===== src/u2a_pkg.sv =====
`default_nettype none
package u2a_pkg;

	localparam int unsigned CP_W   = 21;
	localparam int unsigned CHAR_W = 7;
	localparam int unsigned MAX_RES = 4;

	// up to three ascii characters from one folded code point
	typedef struct packed {
		logic [1:0]        n;
		logic [CHAR_W-1:0] c0;
		logic [CHAR_W-1:0] c1;
		logic [CHAR_W-1:0] c2;
	} fold_t;

	// ascii codes used by the folding table
	localparam logic [CHAR_W-1:0] CH_A  = 7'h41;
	localparam logic [CHAR_W-1:0] CH_C  = 7'h43;
	localparam logic [CHAR_W-1:0] CH_E  = 7'h45;
	localparam logic [CHAR_W-1:0] CH_I  = 7'h49;
	localparam logic [CHAR_W-1:0] CH_N  = 7'h4E;
	localparam logic [CHAR_W-1:0] CH_O  = 7'h4F;
	localparam logic [CHAR_W-1:0] CH_U  = 7'h55;
	localparam logic [CHAR_W-1:0] CH_Y  = 7'h59;
	localparam logic [CHAR_W-1:0] CH_LA = 7'h61;
	localparam logic [CHAR_W-1:0] CH_LC = 7'h63;
	localparam logic [CHAR_W-1:0] CH_LE = 7'h65;
	localparam logic [CHAR_W-1:0] CH_LI = 7'h69;
	localparam logic [CHAR_W-1:0] CH_LN = 7'h6E;
	localparam logic [CHAR_W-1:0] CH_LO = 7'h6F;
	localparam logic [CHAR_W-1:0] CH_LS = 7'h73;
	localparam logic [CHAR_W-1:0] CH_LU = 7'h75;
	localparam logic [CHAR_W-1:0] CH_LY = 7'h79;
	localparam logic [CHAR_W-1:0] CH_APOS  = 7'h27;
	localparam logic [CHAR_W-1:0] CH_QUOTE = 7'h22;
	localparam logic [CHAR_W-1:0] CH_DASH  = 7'h2D;
	localparam logic [CHAR_W-1:0] CH_DOT   = 7'h2E;
	localparam logic [CHAR_W-1:0] CH_NUL   = 7'h00;

	function automatic fold_t fold(input logic [CP_W-1:0] cp);
		fold_t f;
		f = '{n: 2'd1, c0: CH_NUL, c1: CH_NUL, c2: CH_NUL};
		unique case (cp)
			21'h0000C0, 21'h0000C1, 21'h0000C2, 21'h0000C3, 21'h0000C4,
			21'h0000C5: f.c0 = CH_A;
			21'h0000E0, 21'h0000E1, 21'h0000E2, 21'h0000E3, 21'h0000E4,
			21'h0000E5: f.c0 = CH_LA;
			21'h0000C6: begin
				f.n = 2'd2; f.c0 = CH_A; f.c1 = CH_E;
			end
			21'h0000E6: begin
				f.n = 2'd2; f.c0 = CH_LA; f.c1 = CH_LE;
			end
			21'h0000C7: f.c0 = CH_C;
			21'h0000E7: f.c0 = CH_LC;
			21'h0000C8, 21'h0000C9, 21'h0000CA, 21'h0000CB: f.c0 = CH_E;
			21'h0000E8, 21'h0000E9, 21'h0000EA, 21'h0000EB: f.c0 = CH_LE;
			21'h0000CC, 21'h0000CD, 21'h0000CE, 21'h0000CF: f.c0 = CH_I;
			21'h0000EC, 21'h0000ED, 21'h0000EE, 21'h0000EF: f.c0 = CH_LI;
			21'h0000D1: f.c0 = CH_N;
			21'h0000F1: f.c0 = CH_LN;
			21'h0000D2, 21'h0000D3, 21'h0000D4, 21'h0000D5, 21'h0000D6,
			21'h0000D8: f.c0 = CH_O;
			21'h0000F2, 21'h0000F3, 21'h0000F4, 21'h0000F5, 21'h0000F6,
			21'h0000F8: f.c0 = CH_LO;
			21'h0000D9, 21'h0000DA, 21'h0000DB, 21'h0000DC: f.c0 = CH_U;
			21'h0000F9, 21'h0000FA, 21'h0000FB, 21'h0000FC: f.c0 = CH_LU;
			21'h0000DD: f.c0 = CH_Y;
			21'h0000FD, 21'h0000FF: f.c0 = CH_LY;
			21'h0000DF: begin
				f.n = 2'd2; f.c0 = CH_LS; f.c1 = CH_LS;
			end
			21'h002018, 21'h002019: f.c0 = CH_APOS;
			21'h00201C, 21'h00201D: f.c0 = CH_QUOTE;
			21'h002013, 21'h002014: f.c0 = CH_DASH;
			21'h002026: begin
				f.n = 2'd3; f.c0 = CH_DOT; f.c1 = CH_DOT; f.c2 = CH_DOT;
			end
			21'h0000B7, 21'h002022: f.c0 = CH_DASH;
			default: f.n = 2'd0;
		endcase
		return f;
	endfunction

endpackage
`default_nettype wire


===== src/utf8_to_ascii_transliterator_top.sv =====
// UTF-8 to ASCII folding decoder. Bytes enter on the s_ side, one word per byte, and a zero
// byte ends the text. Plain ASCII passes through, multi-byte sequences are folded into zero to
// three ASCII characters (accented Latin letters, quotes, dashes, ellipsis), other code points
// and bad bytes are dropped, and a cut-off sequence is folded before the byte that broke it.
// The end of text gives one word with m_tuser high and m_tdata zero. m_tlast marks the final
// word caused by each input byte. A byte is taken every cycle while the result buffer is empty or
// sending its last word; a byte passes the input register and the result buffer before its first
// result word. Its k result words (k <= 4) hold the single output port, which alone sets the sustained rate.
`default_nettype none
module utf8_to_ascii_transliterator_top
	import u2a_pkg::*;
(
	input  wire logic       clk,
	input  wire logic       arst_n,
	input  wire logic       s_tvalid,
	output logic            s_tready,
	input  wire logic [7:0] s_tdata,   // [7:0] text_byte
	output logic            m_tvalid,
	input  wire logic       m_tready,
	output logic [7:0]      m_tdata,   // [6:0] ascii_char, [7] zero fill
	output logic            m_tlast,   // last_of_run
	output logic            m_tuser    // [0] text_end
);

	// input register
	logic            valid_s1;
	logic [7:0]      byte_s1;

	// decoder state
	logic [CP_W-1:0] cp_q;
	logic [1:0]      exp_q;

	// result buffer
	logic [MAX_RES-1:0][CHAR_W-1:0] chars_q;
	logic [2:0]      cnt_q;
	logic [1:0]      idx_q;
	logic            end_q;

	logic            pop;
	logic            pop_last;
	logic            res_free;
	logic            take;

	// decode of the byte in the input register
	logic            is_cont;
	logic [CP_W-1:0] cp_ext;
	logic [1:0]      exp_dec;
	logic [CP_W-1:0] fold_cp;
	fold_t           f;
	logic            do_fold;
	logic            has_extra;
	logic [CHAR_W-1:0] extra_char;
	logic            extra_end;
	logic [MAX_RES-1:0][CHAR_W-1:0] chars_d;
	logic [2:0]      cnt_d;
	logic [2:0]      n0;
	logic [CP_W-1:0] cp_d;
	logic [1:0]      exp_d;

	// output handshake and free slot
	assign pop      = m_tvalid && m_tready;
	assign pop_last = pop && (idx_q == 2'(cnt_q - 3'd1));
	assign res_free = (cnt_q == 3'd0) || pop_last;
	assign take     = valid_s1 && res_free;
	assign s_tready = !valid_s1 || res_free;

	// decode and fold
	always_comb begin
		is_cont    = (byte_s1[7:6] == 2'b10);
		cp_ext     = {cp_q[CP_W-7:0], byte_s1[5:0]};
		exp_dec    = exp_q - 2'd1;
		fold_cp    = cp_q;
		do_fold    = 1'b0;
		has_extra  = 1'b0;
		extra_char = CH_NUL;
		extra_end  = 1'b0;
		cp_d       = '0;
		exp_d      = 2'd0;
		if (exp_q != 2'd0 && is_cont) begin
			fold_cp = cp_ext;
			exp_d   = exp_dec;
			if (exp_dec == 2'd0) begin
				do_fold = 1'b1;
			end else begin
				cp_d = cp_ext;
			end
		end else begin
			// a sequence cut short is folded first
			do_fold = (exp_q != 2'd0);
			priority if (byte_s1 == 8'h00) begin
				has_extra = 1'b1;
				extra_end = 1'b1;
			end else if (byte_s1[7] == 1'b0) begin
				has_extra  = 1'b1;
				extra_char = byte_s1[6:0];
			end else if (byte_s1[7:5] == 3'b110) begin
				cp_d  = CP_W'(byte_s1[4:0]);
				exp_d = 2'd1;
			end else if (byte_s1[7:4] == 4'b1110) begin
				cp_d  = CP_W'(byte_s1[3:0]);
				exp_d = 2'd2;
			end else if (byte_s1[7:3] == 5'b11110) begin
				cp_d  = CP_W'(byte_s1[2:0]);
				exp_d = 2'd3;
			end else begin
				cp_d  = '0;
			end
		end
		f  = fold(fold_cp);
		n0 = do_fold ? {1'b0, f.n} : 3'd0;
		for (int i = 0; i < MAX_RES; i++) begin
			if (3'(i) < n0) begin
				chars_d[i] = (i == 0) ? f.c0 : ((i == 1) ? f.c1 : f.c2);
			end else begin
				chars_d[i] = extra_char;
			end
		end
		cnt_d = n0 + {2'b00, has_extra};
	end

	// input register
	always_ff @(posedge clk or negedge arst_n) begin
		if (!arst_n) begin
			valid_s1 <= 1'b0;
		end else if (s_tready) begin
			valid_s1 <= s_tvalid;
		end
	end

	always_ff @(posedge clk) begin
		if (s_tready && s_tvalid) begin
			byte_s1 <= s_tdata;
		end
	end

	// decoder state
	always_ff @(posedge clk or negedge arst_n) begin
		if (!arst_n) begin
			cp_q  <= '0;
			exp_q <= 2'd0;
		end else if (take) begin
			cp_q  <= cp_d;
			exp_q <= exp_d;
		end
	end

	// result buffer control
	always_ff @(posedge clk or negedge arst_n) begin
		if (!arst_n) begin
			cnt_q <= 3'd0;
			idx_q <= 2'd0;
		end else if (take) begin
			cnt_q <= cnt_d;
			idx_q <= 2'd0;
		end else if (pop_last) begin
			cnt_q <= 3'd0;
			idx_q <= 2'd0;
		end else if (pop) begin
			idx_q <= idx_q + 2'd1;
		end
	end

	// result buffer payload
	always_ff @(posedge clk) begin
		if (take) begin
			chars_q <= chars_d;
			end_q   <= extra_end;
		end
	end

	// output word
	assign m_tvalid = (cnt_q != 3'd0);
	assign m_tlast  = (idx_q == 2'(cnt_q - 3'd1));
	assign m_tdata  = {1'b0, chars_q[idx_q]};
	assign m_tuser  = end_q && m_tlast;

endmodule
`default_nettype wire


===== config.mk =====
export PLATFORM = sky130hd
export DESIGN_NAME = utf8_to_ascii_transliterator_top
export DESIGN_NICKNAME = d
export VERILOG_FILES = /design/src/u2a_pkg.sv /design/src/utf8_to_ascii_transliterator_top.sv
export SDC_FILE = /design/constraint.sdc
export NUM_CORES = 1
export LEC_CHECK = 0
export CAP_MARGIN = 25
export CORE_MARGIN = 2
export CORE_UTILIZATION = 25
export DETAILED_ROUTE_END_ITERATION = 6
export DONT_BUFFER_PORTS = 1
export SLEW_MARGIN = 20
export SYNTH_ARGS = -nofsm -noshare
export SYNTH_HDL_FRONTEND = slang
export SYNTH_SLANG_ARGS = --single-unit

===== constraint.sdc =====
create_clock -name clk -period 8.7 [get_ports clk]
set_input_delay 0.435 -clock clk [delete_from_list [all_inputs] [get_ports clk]]
set_output_delay 0.435 -clock clk [all_outputs]
set_load 0.05 [all_outputs]

# Word level (Yosys, flattened, before mapping)
# Index checks and enable logic that the tools add are counted.
# totals
regBits	66
latch_bits	0
ram_bits	0
mem_bits_ro	0
input_bits	12
output_inout_bits	12
word_cells	163
mem_count	0
# op_classes
addsub	4
mul	0
div	0
order_cmp	5
eq_ne	72
shifts	0
n_mux	39
n_bitwise	0
n_reduce_logical	32
# op_table
operator	n
21-bit by 8-bit == test with 1-bit output, second input constant	59
21-bit by 14-bit == test with 1-bit output, second input constant	8
7-bit one-hot mux with 21 select lines	1
21-bit 2-to-1 mux	3
63-bit OR reduction	1
7-bit 2-to-1 mux	8
7-bit one-hot mux with 4 select lines	1
4-bit OR reduction	7
2-bit 2-to-1 mux	10
5-bit 2-to-1 mux	3
7-bit binary-select mux with 2-bit select	1
7-bit OR reduction	2
6-bit OR reduction	2
3-bit 2-to-1 mux	3
8-bit logical NOT	1
1-bit logical AND	6
1-bit 2-to-1 mux	6
6-bit 2-to-1 mux	1
2-bit one-hot mux with 3 select lines	1
3-bit nonzero test	2
2-bit OR reduction	3
5-bit == test, second input constant	1
4-bit == test, second input constant	1
1-bit by 2-bit less-than comparator with 1-bit output, first input constant	2
other kinds (15)	19

# Depth between registers and ports, before layout
# Gate-level depths: netlist of the first run.
# logic_depth
word_depth	9
mapped_depth	17
ltp_nobuf	13

# Least setup slack after synthesis of the first run
# Ideal clock, no wire load.
# synth_path
kind	register to register
from	register cnt_q[0]
to	register chars_q[0] (netlist name) (enable)
setup_ns	0.384
arrival_time_ns	2.776
required_time_ns	8.316
slack_ns	5.540
path_stages_with_launch	9
n_path_buf	0
period_less_slack_ns	3.160
cell_sequence	dfrtp_1 -> inv_1 -> ha_1 -> xnor2_1 -> nor2_1 -> nand3_1 -> nand2_1 -> nand2_1 -> inv_1
# synth_between
elab_chain_len	5
# synth_lines
element	line_no	text
from (decl)	utf8_to_ascii_transliterator_top.sv:35	logic [2:0] cnt_q;
from (signal assigned)	utf8_to_ascii_transliterator_top.sv:153	cnt_q <= cnt_d;
2-bit by 1-bit subtractor with 2-bit output	n/a	
2-bit == test	n/a	
named net m_tlast	utf8_to_ascii_transliterator_top.sv:21	output logic m_tlast,
1-bit logical AND	utf8_to_ascii_transliterator_top.sv:62	assign pop_last = pop && (idx_q == 2'(cnt_q - 3'd1));
1-bit logical OR	utf8_to_ascii_transliterator_top.sv:63	assign res_free = (cnt_q == 3'd0) || pop_last;
1-bit logical AND	utf8_to_ascii_transliterator_top.sv:64	assign take = valid_s1 && res_free;
named net take	utf8_to_ascii_transliterator_top.sv:42	logic take;
to (signal assigned)	utf8_to_ascii_transliterator_top.sv:166	chars_q <= chars_d;
to (decl)	utf8_to_ascii_transliterator_top.sv:34	logic [MAX_RES-1:0][CHAR_W-1:0] chars_q;
# The timed path passes the listed nets, and every way through them passes these cells.
# A chain may end at the register's enable or synchronous reset.

==> run_results.csv, run 1 <==
group,metric,value,unit
floorplan,core,0.0166,mm^2
clock_tree,htreeDepth,3,
drt,vias,3484,
setup_path,start_kind,"flip-flop",
setup_path,path_class,"reg -> reg",
synthesis,synthXorXnorAreaFrac,0.822,%
synthesis,ys_seq_area_share,43.1,%
global_routing,grt_pass1_wl,17.8,mm
clock_tree,cts_tree,"built",
sta,hold_viol,0,
placement,placed_cells,660,
setup_path,end_kind,"flip-flop",
synthesis,synth.mux.area_fraction,10.8,%
placement,gp_congestion,0.903,
synthesis,yosysTopAreaCell,"edfxtp_1",
global_routing,grt_pass1_vias,3264,
status,status,"completed",
floorplan,rows,47,
global_routing,grt_usage,12.4,%
final_layout,final_cell_mix,"nand2_1, o21ai_0, edfxtp_1",
setup_path,arrival,3.95,ns
setup_path,crit_fanout,23,
drt,drc,0,
synthesis,synth_fa_ha_area_share,1.47,%
sta,fin_tns_setup,0,ns
sta,timing.final.setup_violations,0,
final_layout,syn2layout_area_growth,12.2,%
run,drv_cap,0,
global_routing,gr-total-overflow,0,
clock_tree,cts.sinks,66,
synthesis,synth_top_family_by_area,"simple AND/OR/NAND/NOR gates",
hold_path,hp-class,"in -> reg",
sta,fin_skew,0.00553,ns
synthesis,yosys_warnings,0,
synthesis,synthSimpleGateAreaFrac,24.4,%
drt,first_pass_iters,5,
floorplan,start_util,25.6,%
synthesis,syn-mean-instance-area,9.07,um^2
clock_tree,numCtsBuffers,9,
sta,tightest_slew,0.804,ns
final_layout,final_common_cell,"nand2_1",
clock_tree,clock_latency,0.34,ns
global_routing,antenna_found_initial,0,
placement,place_hpwl,8.02,mm
floorplan,dieArea,0.0181,mm^2
sta,rsz0062_at_grt,"false",
drt,wl_per_cell,16.2,um
clock_tree,clockRootBuffer,"clkbuf_16",
power,irDropWorstVdd,0.128,mV
synthesis,synthTopCellsByArea,"edfxtp_1, dfrtp_1, nand2_1",
sta,relSlewSlack,46.4,%
sta,fin_crit,3.88,ns
clock_tree,cts.reportedPaths.clkPinSlew,0.06,ns
final_layout,antennaDiodeCount,0,
global_routing,grt_max_degree,52,
placement,portBuffers,0,
clock_tree,clockBufferDepth,2,
synthesis,mappedNetlistNets,487,
floorplan,die-width,135,um
drt,ant_nets,0,
final_layout,drive_gt1_share,9.80,%
drt,drt-total-wl,11.0,mm
setup_path,cp.required,8.77,ns
sta,period_share,44.6,%
synthesis,synth-edff-count,37,
synthesis,ys_types,67,
power,leakagePower,1.78,nW
synthesis,synth_compound_area_share,14.1,%
drt,via_per_inst,5.13,
synthesis,syn_area,0.00426,mm^2
floorplan,io_pins,24,
synthesis,ys.flop_type,"edfxtp_1",
final_layout,fin_cells,679,
sta,max_freq,258,MHz
sta,slew_violations,0,
synthesis,synthCells,470,
synthesis,synth_top_area_share,26.1,%
synthesis,ys_seq_elements,66,
final_layout,nets,471,
drt,drt_iter0_drc,343,
power,power.density,310,mW/mm^2
floorplan,die_y,135,um
synthesis,synthArstFlopShare,43.9,%
synth_stat cells (all sizes together) (2+ instances only):
cell type / instances
buf: 8
o31ai: 2
a21oi: 18
inv: 17
xnor2: 3
o21ai: 41
dfrtp: 29
ha: 5
edfxtp: 37
nor4: 6
nor4bb: 2
mux4: 7
nor2: 34
o31a: 2
nand4: 12
a22oi: 2
o22ai: 2
nand2: 81
nand4b: 3
nor3: 12
nand2b: 8
nor3b: 4
a22o: 3
and2: 5
mux2: 7
o311ai: 3
o221ai: 2
nand3b: 4
a2111oi: 3
mux2i: 20
a31oi: 2
or3: 7
clkbuf: 26
o211ai: 2
or2: 2
a21boi: 3
nor2b: 8
nand3: 21
power breakdown:
| part | total, mW | internal, mW | switching [mW] |
|---|---|---|---|
| sequential | 0.537 | 0.427 | 0.110 |
| combinational | 0.551 | 0.176 | 0.375 |
| clock | 0.394 | 0.253 | 0.141 |
per-layer routing:
layer  up-vias  wire (um)  track usage [%]
li1       1677          -                -
met1      1679       5440             18.5
met2       114       4740             18.0
met3        14        666             3.30
met4         0        142             2.92
met5         -          0                0
repair_timing:
action | CTS | global route
endpoints found under the hold margin | 29 | 0
setup buffers | 0 | 0
gates resized for setup | 0 | 0
hold buffers | 2 | 0
critical path, stage by stage, from the launching register on:
cell and delay, ns:
dfrtp_1 0.41, inv_1 0.10, ha_1 0.20, or3b_1 0.63, buf_4 0.41, mux2i_2 0.50
nor2_1 0.09, o21ai_0 0.33, nand3_1 0.14, o41a_1 0.60, mux2i_1 0.18
final timing paths:
check	to	start	slack [ns]	cells past startpoint
max	chars_q[2]	exp_q[1]	4.82	10
min	byte_s1[7]	s_tdata[7]	0.19	0
max reg2reg	chars_q[2]	exp_q[1]	4.82	10
min reg2reg	cp_q[15]	cp_q[15]	0.49	2
max in group asynchronous	cnt_q[2]	arst_n	7.99	2
min in group asynchronous	cp_q[14]	arst_n	0.55	2
kinds of logic (layout without fill, tap and decap cells):
kind of cell | Yosys count | count (layout)
and+or+nand+nor | 213 | 213
AOI/OAI and AO/OA | 95 | 95
DFF | 66 | 66
buffers and inverters | 52 | 41
muxes | 34 | 34
adders and majority gates | 5 | 5
xor gates and xnor gates | 4 | 4
other | 1 | 1
per-stage QoR:
| step | worst slack [ns] | hold slack (ns) | utilization (%) | area (um^2) | total power, mW |
|---|---|---|---|---|---|
| floorplan | 5.54 | 0.139 | - | 4260 | 0.960 |
| global placement | 5.00 | 0.141 | 26.5 | 4410 | 1.07 |
| global route | 4.65 | 0.176 | 28.8 | 4790 | 1.56 |
| finish | 4.82 | 0.190 | 28.8 | 4790 | 1.48 |
| CTS | 4.96 | 0.187 | 28.7 | 4770 | 1.48 |
| detailed placement | 4.97 | 0.141 | 26.5 | 4410 | 1.08 |
area by class of cell:
| cell class | count | area (um^2) |
|---|---|---|
| clock inverter | 7 | 100 |
| clock buffer | 9 | 225 |
| fill | 1727 | 11900 |
| multi-input combinational | 352 | 2210 |
| sequential | 66 | 1840 |
| tap | 220 | 275 |
| timing repair buffer | 7 | 75.1 |
| inverter | 18 | 67.6 |
sequential cells by signal (all words and copies together) (netlist names):
register  flops
chars_q      28
cp_q         21
byte_s1       8
cnt_q         3
exp_q         2
idx_q         2
end_q         1
valid_s1      1
No activity file was read; power rests on OpenSTA's default activity.
==> inputs of run 2 (changes only) <==
==> constraint.sdc (replaced) <==
create_clock -name clk -period 3.6 [get_ports clk]
set_input_delay 0.18 -clock clk [delete_from_list [all_inputs] [get_ports clk]]
set_output_delay 0.18 -clock clk [all_outputs]
set_load 0.05 [all_outputs]
==> run 2 against run 1 <==
  * Clock-buffer cell count stayed put
  * Final area rose by 4.7%
  * Setup slack lost 4.5 ns
  * Critical path type unchanged
  * Critical endpoint is now cnt_q[1]
  * Largest power group unchanged
  * Highest routed layer unchanged
==> run_results.csv, run 2 (same netlist as run 1, synthesis figures left out) <==
group,metric,value,unit
floorplan,die-width,135,um
drt,wl_per_cell,15.9,um
drt,vias,3626,
global_routing,grt_usage,13.0,%
sta,relSlewSlack,47.9,%
power,power.internal,2.03,mW
sta,fin_tns_setup,0,ns
final_layout,syn2layout_area_growth,17.5,%
final_layout,final_cell_mix,"nand2_1, o21ai_0, edfxtp_1",
sta,timing.final.setup_violations,0,
floorplan,start_util,25.6,%
global_routing,grt_max_degree,51,
clock_tree,numCtsBuffers,9,
drt,drt_iter0_drc,308,
sta,period_share,90.9,%
power,clockPowerShare,24.0,%
final_layout,largest_register_ffs,28,
power,p_sw,1.51,mW
hold_path,hp-class,"in -> reg",
power,leakagePower,1.91,nW
power,p_seq_share,36.6,%
drt,ant_nets,0,
setup_path,critPathSlowestCell,"or3b_4",
power,switching_share,42.6,%
floorplan,core,0.0166,mm^2
sta,fin_crit,3.27,ns
final_layout,drive_gt1_share,12.7,%
clock_tree,clockRootBuffer,"clkbuf_16",
setup_path,cpMostUsedCell,"ha_1",
final_layout,fin_cells,708,
final_layout,final_common_cell,"nand2_1",
clock_tree,cts.sinks,66,
placement,placed_cells,679,
sta,rsz0062_at_grt,"false",
clock_tree,clock_latency,0.34,ns
sta,tightest_slew,0.782,ns
clock_tree,cts.reportedPaths.clkPinSlew,0.06,ns
final_layout,nets,500,
final_layout,top_regs,"chars_q (28), cp_q (21), byte_s1 (8)",
final_layout,nFillCells,1719,
clock_tree,cts_tree,"built",
setup_path,start_kind,"flip-flop",
sta,max_freq,306,MHz
global_routing,gr-total-overflow,0,
run,drv_cap,0,
placement,gp_congestion,0.984,
setup_path,path_class,"reg -> reg",
setup_path,arrival,3.53,ns
global_routing,grt_pass1_wl,18.3,mm
global_routing,grt_pass1_vias,3471,
final_layout,antennaDiodeCount,0,
power,irDropWorstVdd,0.372,mV
power,power.density,707,mW/mm^2
sta,fin_skew,0.00632,ns
drt,drc,0,
drt,drt-total-wl,11.3,mm
sta,holdWs,0.147,ns
drt,first_pass_iters,5,
setup_path,crit_fanout,9,
sta,hold_viol,0,
floorplan,io_pins,24,
setup_path,crit_family,"compound AO/OA/AOI/OAI gates",
setup_path,cpPeakStageDelay,0.49,ns
setup_path,end_kind,"flip-flop",
drt,via_per_inst,5.12,
setup_path,cp_cell_sequence,"inv_1 > ha_1 > or3b_4 > buf_4 > mux2_2 > a21oi_1 > o211ai_1 > o2111ai_1 > o31a_1 > ha_1 > ha_1 > inv_1 > o21ai_0",
floorplan,rows,47,
clock_tree,htreeDepth,3,
placement,place_hpwl,8.24,mm
setup_path,cp.required,3.86,ns
final_layout,top_register,"chars_q",
setup_path,crit_buf_inv,3,
clock_tree,clockBufferDepth,2,
global_routing,antenna_found_initial,0,
power,comb_power_share,39.5,%
sta,slew_violations,0,
floorplan,dieArea,0.0181,mm^2
placement,portBuffers,0,
status,status,"completed",
floorplan,die_y,135,um
## run 2: cell types whose count changed in the layout (fill, tap and decap cells not counted), sizes merged
cell         delta
clkinv          +1
bufinv          -1
dlygate4sd3    +10
buf            +19
## run 2: worst paths after layout
| kind | startpoint | slack (ns) | to | cells past startpoint |
|---|---|---|---|---|
| worst min-delay path | m_tready | 0.15 | idx_q[0] | 2 |
| worst max register to register | exp_q[0] | 0.33 | cnt_q[1] | 13 |
| worst min register to register | cp_q[19] | 0.48 | cp_q[19] | 2 |
| min in group asynchronous | arst_n | 0.29 | cp_q[16] | 2 |
| max in group asynchronous | arst_n | 3.14 | cp_q[3] | 2 |
| worst max-delay path | exp_q[0] | 0.33 | cnt_q[1] | 13 |
## run 2: layout make-up
type,instances,area (um^2),share of cell area (%)
well taps,220,275,5.50
repair buffers,36,323,6.45
inverters,18,67.6,1.35
multi-input cells,352,2210,44.2
clock inverters,7,68.8,1.37
flip-flops and latches,66,1840,36.7
clock buffers,9,225,4.50
## run 2: per-stage QoR
step                total power, mW  instance area (um^2)  utilization [%]  worst slack [ns]
global route                   3.76                  5010             30.1             0.130
CTS                            3.55                  4980             29.9             0.144
finish                         3.54                  5010             30.1             0.328
floorplan                      2.32                  4260                -             0.440
global placement               2.64                  4560             27.4             0.273
detailed placement             2.66                  4560             27.4             0.167
## run 2: power by group through the flow
stage | Sequential [mW] | Combinational (mW) | Clock (mW)
after global routing | 1.32 | 1.52 | 0.915
after floorplan | 1.11 | 1.21 | 0
final | 1.30 | 1.40 | 0.850
after global placement | 1.29 | 1.35 | 0
after CTS | 1.29 | 1.38 | 0.876
after detailed placement | 1.31 | 1.36 | 0
## run 2: timing repair
item / 4_1_cts / 5_1_grt
gates resized for setup: 0 / 3
buffers inserted: 0 / 1
endpoints found under the setup margin: 0 / 6
hold buffers: 12 / 0
hold endpoints to repair: 39 / 0
## run 2: per-layer routing
metal	track usage [%]	vias up	wire length [um]	share of wire, %
li1	-	1740	-	-
met1	17.8	1712	5300	47
met2	19.4	160	4970	44
met3	3.98	14	806	7.2
met4	4.56	0	177	1.6
met5	0	-	0	0
